===== config.mk =====
export PLATFORM = sky130hd
export DESIGN_NAME = image_quad_generator
export DESIGN_NICKNAME = d
export VERILOG_FILES = /design/src/rtl/core/iqg_pkg.sv /design/src/rtl/core/image_quad_generator.sv /design/src/rtl/core/iqg_div.sv
export SDC_FILE = /design/constraint.sdc
export NUM_CORES = 2
export LEC_CHECK = 0
export ABC_AREA = 1
export BUFFER_PORTS_ARGS = -buffer_cell sky130_fd_sc_hd__buf_4
export CAP_MARGIN = 20
export CELL_PAD_IN_SITES_DETAIL_PLACEMENT = 0
export CELL_PAD_IN_SITES_GLOBAL_PLACEMENT = 1
export CORE_MARGIN = 2
export CORE_UTILIZATION = 35
export CTS_BUF_LIST = sky130_fd_sc_hd__clkbuf_4
export DETAILED_ROUTE_END_ITERATION = 7
export PLACE_DENSITY_LB_ADDON = 0.1
export RECOVER_POWER = 25
export SLEW_MARGIN = 20
export SYNTH_ARGS = -nofsm -noshare
export SYNTH_HDL_FRONTEND = slang
export SYNTH_SLANG_ARGS = --single-unit

===== constraint.sdc =====
create_clock -name clock -period 13.6 [get_ports clock]
set_input_delay 1.36 -clock clock [delete_from_list [all_inputs] [get_ports clock]]
set_output_delay 1.36 -clock clock [all_outputs]
set_load 0.005 [all_outputs]

===== src/rtl/core/iqg_pkg.sv =====
// Shared constants, types and saturation helpers for the image quad generator.
`timescale 1ns / 1ps
package iqg_pkg;

   localparam int MAX_QUADS = 64;
   localparam int NUM_W     = $clog2(MAX_QUADS + 1);

   localparam logic [1:0] MODE_PLAIN = 2'd0;
   localparam logic [1:0] MODE_TILE  = 2'd1;
   localparam logic [1:0] MODE_NINE  = 2'd2;

   localparam logic [2:0] REG_GRID_LEFT   = 3'd0;
   localparam logic [2:0] REG_GRID_RIGHT  = 3'd1;
   localparam logic [2:0] REG_GRID_TOP    = 3'd2;
   localparam logic [2:0] REG_GRID_BOTTOM = 3'd3;
   localparam logic [2:0] REG_SCALE       = 3'd4;

   localparam int DIV_NUM_W = 33;
   localparam int CORNER_W  = 21;
   localparam int POS_W     = 24;

   typedef enum logic [2:0] {
      OP_MUL  = 3'b001,
      OP_DIV  = 3'b010,
      OP_LERP = 3'b100
   } op_type;

   typedef struct packed {
      op_type      kind;
      logic [15:0] mul_a;
      logic [15:0] mul_b;
      logic [15:0] num;
      logic [15:0] den;
      logic [15:0] start;
      logic        neg;
   } step_type;

   function automatic logic [15:0] sat_s16(input logic signed [POS_W-1:0] v);
      logic [15:0] r;
      if (v > 24'sd32767) r = 16'h7fff;
      else if (v < -24'sd32768) r = 16'h8000;
      else r = v[15:0];
      return r;
   endfunction

   function automatic logic [15:0] sat_u16(input logic signed [POS_W-1:0] v);
      logic [15:0] r;
      if (v > 24'sd65535) r = 16'hffff;
      else if (v < 24'sd0) r = 16'h0000;
      else r = v[15:0];
      return r;
   endfunction

endpackage


===== src/rtl/core/image_quad_generator.sv =====
// Top level: request sequencer, shared multiplier/divider and quad emitter.
//
//  port group | dir | beat contents
//  req_*      | in  | one widget request
//  rsp_*      | out | one textured quad, tlast on the final quad
//  csr_*      | in  | grid edges and corner scale registers
//
// Plain requests emit in the cycle after accept. Tile: two divisions, one multiply
// and two UV interpolations, then one quad per cycle while rsp_tready is high.
// Nine-slice: four multiplies and four interpolations, then a walk over the grid
// cells with a quad per non-empty cell. The shared divider yields 33 quotient bits
// and sets the setup time. Synchronous reset restores CSR, state and divider control;
// rsp stalls hold the emitter, req_tready is low until the last quad is taken.
`timescale 1ns / 1ps
module image_quad_generator
   import iqg_pkg::*;
(
   input  logic         clock,
   input  logic         reset,
   input  logic         req_tvalid,
   output logic         req_tready,
   // ctrl_width, ctrl_height, tex_width, tex_height, uv_left, uv_top,
   // uv_right, uv_bottom, color
   input  logic [159:0] req_tdata,
   // mode, flip
   input  logic [3:0]   req_tuser,
   output logic         rsp_tvalid,
   input  logic         rsp_tready,
   // quad_x, quad_y, quad_w, quad_h, tex_u0, tex_v0, tex_u1, tex_v1,
   // quad_color, quad_number, zero pad
   output logic [167:0] rsp_tdata,
   // truncated
   output logic [0:0]   rsp_tuser,
   output logic         rsp_tlast,
   input  logic         csr_psel,
   input  logic         csr_penable,
   input  logic         csr_pwrite,
   input  logic [4:0]   csr_paddr,
   input  logic [31:0]  csr_pwdata,
   output logic [31:0]  csr_prdata,
   output logic         csr_pready
);

   typedef enum logic [4:0] {
      S_IDLE  = 5'b00001,
      S_ISSUE = 5'b00010,
      S_MUL   = 5'b00100,
      S_DIV   = 5'b01000,
      S_EMIT  = 5'b10000
   } state_type;

   state_type state_ff, state_in;

   logic [15:0] grid_left_ff, grid_right_ff, grid_top_ff, grid_bottom_ff, scale_ff;
   logic [2:0]  csr_idx;

   logic [15:0] cw_ff, ch_ff, tw_ff, th_ff, ul_ff, vt_ff, ur_ff, vb_ff;
   logic [31:0] color_ff;
   logic [1:0]  mode_ff, flip_ff;
   logic [3:0]  k_ff;
   logic [31:0] prod_ff;

   logic [15:0] cols_ff, rows_ff, wrem_ff, hrem_ff, ulast_ff, vlast_ff;
   logic        trunc_ff;
   logic [CORNER_W-1:0] wl_ff, wr_ff, ht_ff, hb_ff;
   logic [15:0] gu1_ff, gu2_ff, gv1_ff, gv2_ff;

   logic [15:0] col_ff, row_ff, x_ff, y_ff;
   logic [NUM_W-1:0] n_ff;

   step_type    step;
   logic [3:0]  nsteps;
   logic [15:0] rmin, bmin;
   logic [1:0]  eff_mode;
   logic        has_tex;

   logic                 div_start, div_done;
   logic [DIV_NUM_W-1:0] div_dividend, div_quot;
   logic [15:0]          div_rem;

   logic                 wb_en;
   logic [CORNER_W-1:0]  mul_round;
   logic [15:0]          lerp_val;
   logic [33:0]          lerp_sum;

   logic                 accept, out_fire, emit_last, emit_valid;

   // configuration port
   assign csr_pready = 1'b1;
   assign csr_idx    = csr_paddr[4:2];

   always_ff @(posedge clock) begin
      if (reset) begin
         grid_left_ff   <= '0;
         grid_right_ff  <= '0;
         grid_top_ff    <= '0;
         grid_bottom_ff <= '0;
         scale_ff       <= 16'd4096;
      end else if (csr_psel && csr_penable && csr_pwrite) begin
         case (csr_idx)
            REG_GRID_LEFT:   grid_left_ff   <= csr_pwdata[15:0];
            REG_GRID_RIGHT:  grid_right_ff  <= csr_pwdata[15:0];
            REG_GRID_TOP:    grid_top_ff    <= csr_pwdata[15:0];
            REG_GRID_BOTTOM: grid_bottom_ff <= csr_pwdata[15:0];
            REG_SCALE:       scale_ff       <= csr_pwdata[15:0];
            default: ;
         endcase
      end
   end

   always_comb begin
      case (csr_idx)
         REG_GRID_LEFT:   csr_prdata = {16'd0, grid_left_ff};
         REG_GRID_RIGHT:  csr_prdata = {16'd0, grid_right_ff};
         REG_GRID_TOP:    csr_prdata = {16'd0, grid_top_ff};
         REG_GRID_BOTTOM: csr_prdata = {16'd0, grid_bottom_ff};
         REG_SCALE:       csr_prdata = {16'd0, scale_ff};
         default:         csr_prdata = '0;
      endcase
   end

   // request capture
   assign req_tready = (state_ff == S_IDLE);
   assign accept     = req_tvalid && req_tready;
   assign has_tex    = (req_tdata[47:32] != 16'd0) && (req_tdata[63:48] != 16'd0);

   always_comb begin
      if (req_tuser[1:0] == MODE_TILE && has_tex) eff_mode = MODE_TILE;
      else if (req_tuser[1:0] == MODE_NINE && has_tex) eff_mode = MODE_NINE;
      else eff_mode = MODE_PLAIN;
   end

   always_ff @(posedge clock) begin
      if (accept) begin
         cw_ff    <= req_tdata[15:0];
         ch_ff    <= req_tdata[31:16];
         tw_ff    <= req_tdata[47:32];
         th_ff    <= req_tdata[63:48];
         ul_ff    <= req_tdata[79:64];
         vt_ff    <= req_tdata[95:80];
         ur_ff    <= req_tdata[111:96];
         vb_ff    <= req_tdata[127:112];
         color_ff <= req_tdata[159:128];
         mode_ff  <= eff_mode;
         flip_ff  <= req_tuser[3:2];
      end
   end

   // step decode
   assign rmin = (grid_right_ff < tw_ff) ? grid_right_ff : tw_ff;
   assign bmin = (grid_bottom_ff < th_ff) ? grid_bottom_ff : th_ff;

   always_comb begin
      step.kind  = OP_MUL;
      step.mul_a = '0;
      step.mul_b = '0;
      step.num   = '0;
      step.den   = tw_ff;
      step.start = ul_ff;
      step.neg   = ur_ff < ul_ff;
      step.mul_a = step.neg ? (ul_ff - ur_ff) : (ur_ff - ul_ff);
      nsteps     = 4'd0;
      case (mode_ff)
         MODE_TILE: begin
            nsteps = 4'd5;
            case (k_ff)
               4'd0: begin
                  step.kind = OP_DIV;
                  step.num  = cw_ff;
               end
               4'd1: begin
                  step.kind = OP_DIV;
                  step.num  = ch_ff;
                  step.den  = th_ff;
               end
               4'd2: begin
                  step.mul_a = cols_ff;
                  step.mul_b = rows_ff;
               end
               4'd3: begin
                  step.kind  = OP_LERP;
                  step.mul_b = wrem_ff;
               end
               default: begin
                  step.kind  = OP_LERP;
                  step.den   = th_ff;
                  step.start = vt_ff;
                  step.neg   = vb_ff < vt_ff;
                  step.mul_a = step.neg ? (vt_ff - vb_ff) : (vb_ff - vt_ff);
                  step.mul_b = hrem_ff;
               end
            endcase
         end
         MODE_NINE: begin
            nsteps = 4'd8;
            case (k_ff)
               4'd0: begin
                  step.mul_a = grid_left_ff;
                  step.mul_b = scale_ff;
               end
               4'd1: begin
                  step.mul_a = tw_ff - rmin;
                  step.mul_b = scale_ff;
               end
               4'd2: begin
                  step.mul_a = grid_top_ff;
                  step.mul_b = scale_ff;
               end
               4'd3: begin
                  step.mul_a = th_ff - bmin;
                  step.mul_b = scale_ff;
               end
               4'd4: begin
                  step.kind  = OP_LERP;
                  step.mul_b = grid_left_ff;
               end
               4'd5: begin
                  step.kind  = OP_LERP;
                  step.mul_b = rmin;
               end
               default: begin
                  step.kind  = OP_LERP;
                  step.den   = th_ff;
                  step.start = vt_ff;
                  step.neg   = vb_ff < vt_ff;
                  step.mul_a = step.neg ? (vt_ff - vb_ff) : (vb_ff - vt_ff);
                  step.mul_b = (k_ff == 4'd6) ? grid_top_ff : bmin;
               end
            endcase
         end
         default: nsteps = 4'd0;
      endcase
   end

   // shared arithmetic
   always_ff @(posedge clock) begin
      if (state_ff == S_ISSUE) prod_ff <= step.mul_a * step.mul_b;
   end

   assign div_start    = ((state_ff == S_ISSUE) && (k_ff != nsteps) && (step.kind == OP_DIV))
                      || ((state_ff == S_MUL) && (step.kind == OP_LERP));
   assign div_dividend = (step.kind == OP_DIV) ? {17'd0, step.num}
                       : ({1'b0, prod_ff} + {18'd0, step.den[15:1]});

   iqg_div u_div (
      .clock    (clock),
      .reset    (reset),
      .start    (div_start),
      .dividend (div_dividend),
      .divisor  (step.den),
      .done     (div_done),
      .quot     (div_quot),
      .rem      (div_rem)
   );

   always_comb begin
      logic [32:0] rounded;
      rounded   = {1'b0, prod_ff} + 33'd2048;
      mul_round = rounded[32:12];
      lerp_sum  = {18'd0, step.start} + {1'b0, div_quot};
      if (step.neg) begin
         lerp_val = ({1'b0, div_quot} > {18'd0, step.start}) ? 16'd0
                  : (step.start - div_quot[15:0]);
      end else begin
         lerp_val = (lerp_sum > 34'd65535) ? 16'hffff : lerp_sum[15:0];
      end
   end

   assign wb_en = ((state_ff == S_MUL) && (step.kind == OP_MUL))
               || ((state_ff == S_DIV) && div_done);

   always_ff @(posedge clock) begin
      if (wb_en) begin
         case (mode_ff)
            MODE_TILE: begin
               case (k_ff)
                  4'd0: begin
                     cols_ff <= div_quot[15:0] + {15'd0, div_rem != 16'd0};
                     wrem_ff <= div_rem;
                  end
                  4'd1: begin
                     rows_ff <= div_quot[15:0] + {15'd0, div_rem != 16'd0};
                     hrem_ff <= div_rem;
                  end
                  4'd2: trunc_ff <= prod_ff > 32'(MAX_QUADS);
                  4'd3: ulast_ff <= lerp_val;
                  default: vlast_ff <= lerp_val;
               endcase
            end
            default: begin
               case (k_ff)
                  4'd0: wl_ff  <= mul_round;
                  4'd1: wr_ff  <= mul_round;
                  4'd2: ht_ff  <= mul_round;
                  4'd3: hb_ff  <= mul_round;
                  4'd4: gu1_ff <= lerp_val;
                  4'd5: gu2_ff <= lerp_val;
                  4'd6: gv1_ff <= lerp_val;
                  default: gv2_ff <= lerp_val;
               endcase
            end
         endcase
      end
   end

   // nine-slice geometry
   logic signed [POS_W-1:0] px [4];
   logic signed [POS_W-1:0] py [4];
   logic signed [POS_W-1:0] cell_w [3];
   logic signed [POS_W-1:0] cell_h [3];
   logic [15:0] gu [4];
   logic [15:0] gv [4];
   logic [8:0]  mask, later;
   logic [3:0]  idx;

   always_comb begin
      px[0] = '0;
      px[1] = {3'd0, wl_ff};
      px[2] = $signed({8'd0, cw_ff}) - $signed({3'd0, wr_ff});
      px[3] = {8'd0, cw_ff};
      py[0] = '0;
      py[1] = {3'd0, ht_ff};
      py[2] = $signed({8'd0, ch_ff}) - $signed({3'd0, hb_ff});
      py[3] = {8'd0, ch_ff};
      for (int i = 0; i < 3; i++) begin
         cell_w[i] = px[i+1] - px[i];
         cell_h[i] = py[i+1] - py[i];
      end
      for (int r = 0; r < 3; r++) begin
         for (int c = 0; c < 3; c++) begin
            mask[r*3+c] = (cell_w[c] > 0) && (cell_h[r] > 0);
         end
      end
      gu[0] = ul_ff;
      gu[1] = gu1_ff;
      gu[2] = gu2_ff;
      gu[3] = ur_ff;
      gv[0] = vt_ff;
      gv[1] = gv1_ff;
      gv[2] = gv2_ff;
      gv[3] = vb_ff;
      idx   = {row_ff[1:0], 1'b0} + {2'd0, row_ff[1:0]} + {2'd0, col_ff[1:0]};
      later = mask >> (idx + 4'd1);
   end

   // quad output
   logic signed [POS_W-1:0] o_x, o_y, o_w, o_h;
   logic [15:0] o_u0, o_v0, o_u1, o_v1, f_u0, f_v0, f_u1, f_v1;
   logic        tile_last_col, tile_last_row, o_trunc;

   always_comb begin
      tile_last_col = (col_ff == cols_ff - 16'd1);
      tile_last_row = (row_ff == rows_ff - 16'd1);
      o_trunc       = 1'b0;
      case (mode_ff)
         MODE_TILE: begin
            o_x  = {8'd0, x_ff};
            o_y  = {8'd0, y_ff};
            o_w  = {8'd0, (tile_last_col && wrem_ff != 16'd0) ? wrem_ff : tw_ff};
            o_h  = {8'd0, (tile_last_row && hrem_ff != 16'd0) ? hrem_ff : th_ff};
            o_u0 = ul_ff;
            o_v0 = vt_ff;
            o_u1 = (tile_last_col && wrem_ff != 16'd0) ? ulast_ff : ur_ff;
            o_v1 = (tile_last_row && hrem_ff != 16'd0) ? vlast_ff : vb_ff;
            o_trunc    = trunc_ff;
            emit_valid = 1'b1;
            emit_last  = (n_ff == NUM_W'(MAX_QUADS - 1)) || (tile_last_col && tile_last_row);
         end
         MODE_NINE: begin
            o_x  = px[col_ff[1:0]];
            o_y  = py[row_ff[1:0]];
            o_w  = cell_w[col_ff[1:0]];
            o_h  = cell_h[row_ff[1:0]];
            o_u0 = gu[col_ff[1:0]];
            o_v0 = gv[row_ff[1:0]];
            o_u1 = gu[col_ff[1:0] + 2'd1];
            o_v1 = gv[row_ff[1:0] + 2'd1];
            emit_valid = mask[idx];
            emit_last  = mask[idx] && (later == 9'd0);
         end
         default: begin
            o_x  = '0;
            o_y  = '0;
            o_w  = {8'd0, cw_ff};
            o_h  = {8'd0, ch_ff};
            o_u0 = ul_ff;
            o_v0 = vt_ff;
            o_u1 = ur_ff;
            o_v1 = vb_ff;
            emit_valid = 1'b1;
            emit_last  = 1'b1;
         end
      endcase
      f_u0 = flip_ff[0] ? o_u1 : o_u0;
      f_u1 = flip_ff[0] ? o_u0 : o_u1;
      f_v0 = flip_ff[1] ? o_v1 : o_v0;
      f_v1 = flip_ff[1] ? o_v0 : o_v1;
   end

   assign rsp_tvalid = (state_ff == S_EMIT) && emit_valid;
   assign rsp_tlast  = emit_last;
   assign rsp_tuser  = o_trunc;
   assign rsp_tdata  = {2'd0, n_ff[5:0], color_ff, f_v1, f_u1, f_v0, f_u0,
                        sat_u16(o_h), sat_u16(o_w), sat_s16(o_y), sat_s16(o_x)};
   assign out_fire   = rsp_tvalid && rsp_tready;

   // sequencer
   always_comb begin
      state_in = state_ff;
      case (state_ff)
         S_IDLE: begin
            if (accept) state_in = (eff_mode == MODE_PLAIN) ? S_EMIT : S_ISSUE;
         end
         S_ISSUE: begin
            if (k_ff == nsteps) begin
               if (mode_ff == MODE_TILE)
                  state_in = (cols_ff == 16'd0 || rows_ff == 16'd0) ? S_IDLE : S_EMIT;
               else
                  state_in = (mask == 9'd0) ? S_IDLE : S_EMIT;
            end else begin
               state_in = (step.kind == OP_DIV) ? S_DIV : S_MUL;
            end
         end
         S_MUL: state_in = (step.kind == OP_LERP) ? S_DIV : S_ISSUE;
         S_DIV: begin
            if (div_done) state_in = S_ISSUE;
         end
         S_EMIT: begin
            if (out_fire && emit_last) state_in = S_IDLE;
         end
         default: state_in = S_IDLE;
      endcase
   end

   always_ff @(posedge clock) begin
      if (reset) begin
         state_ff <= S_IDLE;
         k_ff     <= '0;
      end else begin
         state_ff <= state_in;
         if (accept) k_ff <= '0;
         else if (wb_en) k_ff <= k_ff + 4'd1;
      end
   end

   always_ff @(posedge clock) begin
      if (accept) begin
         col_ff <= '0;
         row_ff <= '0;
         x_ff   <= '0;
         y_ff   <= '0;
         n_ff   <= '0;
      end else if (state_ff == S_EMIT && (out_fire || !emit_valid)) begin
         if (out_fire) n_ff <= n_ff + 1'b1;
         if (mode_ff == MODE_TILE) begin
            if (tile_last_col) begin
               col_ff <= '0;
               x_ff   <= '0;
               row_ff <= row_ff + 16'd1;
               y_ff   <= y_ff + th_ff;
            end else begin
               col_ff <= col_ff + 16'd1;
               x_ff   <= x_ff + tw_ff;
            end
         end else begin
            if (col_ff == 16'd2) begin
               col_ff <= '0;
               row_ff <= row_ff + 16'd1;
            end else begin
               col_ff <= col_ff + 16'd1;
            end
         end
      end
   end

endmodule


===== src/rtl/core/iqg_div.sv =====
// Restoring radix-2 divider, one quotient bit per cycle.
`timescale 1ns / 1ps
module iqg_div
   import iqg_pkg::*;
(
   input  logic                 clock,
   input  logic                 reset,
   input  logic                 start,
   input  logic [DIV_NUM_W-1:0] dividend,
   input  logic [15:0]          divisor,
   output logic                 done,
   output logic [DIV_NUM_W-1:0] quot,
   output logic [15:0]          rem
);

   localparam int CNT_W = $clog2(DIV_NUM_W);

   logic [DIV_NUM_W-1:0] num_ff, num_in;
   logic [15:0]          rem_ff, rem_in;
   logic [15:0]          den_ff;
   logic [CNT_W-1:0]     cnt_ff;
   logic                 run_ff, done_ff;
   logic [16:0]          shifted, diff;
   logic                 qbit;

   always_comb begin
      shifted = {rem_ff, num_ff[DIV_NUM_W-1]};
      diff    = shifted - {1'b0, den_ff};
      qbit    = shifted >= {1'b0, den_ff};
      rem_in  = qbit ? diff[15:0] : shifted[15:0];
      num_in  = {num_ff[DIV_NUM_W-2:0], qbit};
   end

   always_ff @(posedge clock) begin
      if (reset) begin
         run_ff  <= 1'b0;
         done_ff <= 1'b0;
         cnt_ff  <= '0;
      end else begin
         done_ff <= 1'b0;
         if (start) begin
            run_ff <= 1'b1;
            cnt_ff <= '0;
         end else if (run_ff) begin
            cnt_ff <= cnt_ff + 1'b1;
            if (cnt_ff == CNT_W'(DIV_NUM_W - 1)) begin
               run_ff  <= 1'b0;
               done_ff <= 1'b1;
            end
         end
      end
   end

   always_ff @(posedge clock) begin
      if (start) begin
         num_ff <= dividend;
         rem_ff <= '0;
         den_ff <= divisor;
      end else if (run_ff) begin
         num_ff <= num_in;
         rem_ff <= rem_in;
      end
   end

   assign done = done_ff;
   assign quot = num_ff;
   assign rem  = rem_ff;

endmodule


==> impl_results.md <==
- Max Cap Viol: 2
- Max-slew violation count: 67
- Post-synth EDFFs: 490
- Setup violators final: 0
- R2R depth: 51
- Tot GR Track Use: 31.8%
- #FFs+latches synth: 674
- Post-synth top flop: edfxtp_1
- Clock tree sinks: 674
- Clock Tree Root: clkbuf_4
- Largest net degree at the start of global routing: 87
- Hold Path Depth: 1
- Pwr Density: 131 nW/um2
- Leakage Power: 30.8 nW
- Reg clk slew, reported paths: 0.08 ns
- Vias in the first global route: 57743
- CTS Hold Bufs: 0
- Final hold vios: 0
- Filler cells: 18534
- Final min period: 12.08 ns
- Final-stage net count: 9395
- Clk Latency, worst-skew pair: 1.35 ns
- Final routed wire length divided by cell count: 26.4 um
- Max incr delay on CP: 0.64 ns
- Post-DRT Antenna Nets: 0
- First-pass detailed-route iteration total: 6
- Post-synthesis area per instance: 7.53 um2
- WP data required: 14.61 ns
- Worst IR Drop VDD: 0.0000861 V
- Post-synthesis sequential area ratio: 30.2%
- Die X: 421 um
- Chip Height: 421 um
- Final Util: 39.8%
- Ys Warns: 0
- Relative slew slack: -73.9%
- Post-synth cell types: 80
- Max Root-Sink Buffers: 3
- Initial antenna violation count: 24
- CTS tree: done
- Num CTS Buffers: 203
- Worst-Margin Slew: 2.61 ns
- CP max stage cell: edfxtp_1
- Final period util: 88.8%
- Crit. End Element: register
- Core area: 173000 um2
- Cell area after synthesis: 61000 um2
- Top fanout value on the critical path: 27
- Post-synth ARST share: 0%
- Starting DRT DRC Count: 6608
- Fmax: 0.0828 GHz
- Initial Util: 35.2%
- Routed wire length: 291000 um
- Via density: 5.50
- CP most frequent cell: nand2_1
- TNS Setup: 0 ns
- Placed instance count: 10631
- Clock skew: 0.110 ns
- Outcome: finished, violations left
- Syn-to-layout area delta: 13.3%
- RSZ-0062 raised after global routing: false
- Post_cts resized: 0
- Layout cells sized above 1: 10.9%
- Via count: 60659
- Number of H-tree levels: 4
- Post-CTS Setup Inserts: 0
- DP Wirelength: 235000 um
- Port Buffers: 375
- Gate Count Post-Synth: 8095
- Violated checks: capacitance limit, slew limit
- CP arrival: 13.09 ns
- Power, Total: 9.08 mW
- Grt total ovfl: 0
- Io pins: 413
- Row cnt: 153
- Setup Crit Path Kind: reg2reg
- Die ar.: 178000 um2
- GPL Wtd Cong: 0.989
- First-pass GRT wire length: 411000 um
- Crit start category: register
- Final non-filler cell total: 11025
- Worst min-delay path category: in2reg
- DRC viols: 0
metal layers:
layer	routed length [um]	global-route usage, %	vias to the layer above
met5	80	0	-
met4	11100	11.3	12
met3	22500	5.73	459
met2	131000	50.7	2447
met1	126000	43.0	29361
li1	-	-	28380
stage by stage:
stage / cell area [um2] / worst slack [ns] / hold slack [ns]
finish: 69100 / 1.52 / 0.206
global route: 69100 / 0.666 / 0.147
CTS: 69200 / 1.65 / 0.0700
detailed placement: 66500 / 1.66 / 0.461
global placement: 66500 / 1.67 / 0.451
floorplan: 61100 / 4.02 / 0.444
power by group:
part | internal, mW | switching [mW] | leakage (nW)
Sequential | 2.40 | 0.180 | 5.94
Clock | 1.04 | 1.05 | 1.58
Combinational | 1.27 | 3.15 | 23.3
Total | 4.70 | 4.38 | 30.8
layout make-up:
class	instances	area (um2)	area share, %
Inverter	1217	4570	6.62
Tap cell	2325	2910	4.21
Multi-Input combinational cell	5926	37000	53.6
Timing Repair Buffer	491	3480	5.03
Clock inverter	85	484	0.701
Sequential cell	674	18400	26.6
Clock buffer	290	2180	3.15
Antenna cell	17	42.5	0.0616
Yosys cell counts, types with 20 or more instances:
library cell,count,area share (%)
fa_1,214,7.0
dfxtp_1,184,6.0
a22oi_1,69,0.85
a221oi_1,25,0.36
inv_1,1182,7.3
nand4_1,111,1.1
o221ai_1,47,0.67
clkbuf_1,217,1.3
nand2_1,1519,9.3
o21ai_1,28,0.23
or2_2,30,0.31
ha_1,460,9.4
edfxtp_1,490,24
o21ai_0,701,5.8
a31oi_1,38,0.39
nand3_1,329,2.7
o21bai_1,22,0.27
clkinv_1,20,0.12
a21o_1,24,0.30
nand2_2,20,0.21
xor2_1,214,3.1
buf_4,29,0.36
xnor2_1,88,1.3
o22ai_1,68,0.70
nor2_1,693,4.3
o211ai_1,64,0.79
o2111ai_1,28,0.40
o32ai_1,20,0.29
buf_1,30,0.18
nor3_1,93,0.76
nor4_1,70,0.72
a21oi_1,719,5.9
kinds of logic after synthesis:
group / after synthesis / synth area share [%]
XOR/XNOR: 302 / 4.34
multiplexers: 18 / 0.328
AO/OA/AOI/OAI: 1969 / 18.6
AND/OR/NAND/NOR: 2944 / 20.5
flip-flops: 674 / 30.2
buffers and inverters: 1512 / 9.59
other: 2 / 0.0123
adder cells (fa/ha/maj): 674 / 16.5
cell usage in the layout (no fill, tap or decap), drive strengths merged, types with 69 or more instances in the layout:
master  count
nand2    1543
inv      1209
o21ai     730
a21oi     724
nor2      710
edfxtp    490
clkbuf    467
ha        460
nand3     336
buf       314
fa        214
xor2      214
dfxtp     184
nand4     111
nor3      107
clkinv     91
xnor2      88
nor4       70
a22oi      69
o22ai      69
sequential cells by signal (all words and copies together) (netlist names), 21 cells and up:
register    flops
u_div.quot     33
color_ff       32
prod_ff        32
hb_ff          21
ht_ff          21
wl_ff          21
wr_ff          21
final timing paths:
| kind | from | end | slack [ns] |
|---|---|---|---|
| setup / recovery | th_ff[11]$_DFFE_PP_ | prod_ff[30]$_DFFE_PP_ | 1.52 |
| hold / removal | req_tdata[111] | ur_ff[15]$_DFFE_PP_ | 0.21 |
| setup reg to reg | th_ff[11]$_DFFE_PP_ | prod_ff[30]$_DFFE_PP_ | 1.52 |
| hold reg to reg | u_div.cnt_ff[5]$_SDFFE_PP0P_ | u_div.cnt_ff[5]$_SDFFE_PP0P_ | 0.47 |
critical path, delay by kind of cell (launching register included):
kind | cells | cell delay (ns)
flip-flops | 1 | 0.64
AO/OA/AOI/OAI | 12 | 2.59
adder cells (fa/ha/maj) | 9 | 4.18
buffers and inverters | 10 | 1.28
AND/OR/NAND/NOR | 19 | 2.97
XOR/XNOR | 1 | 0.10
(Power assumes the default switching activity.)
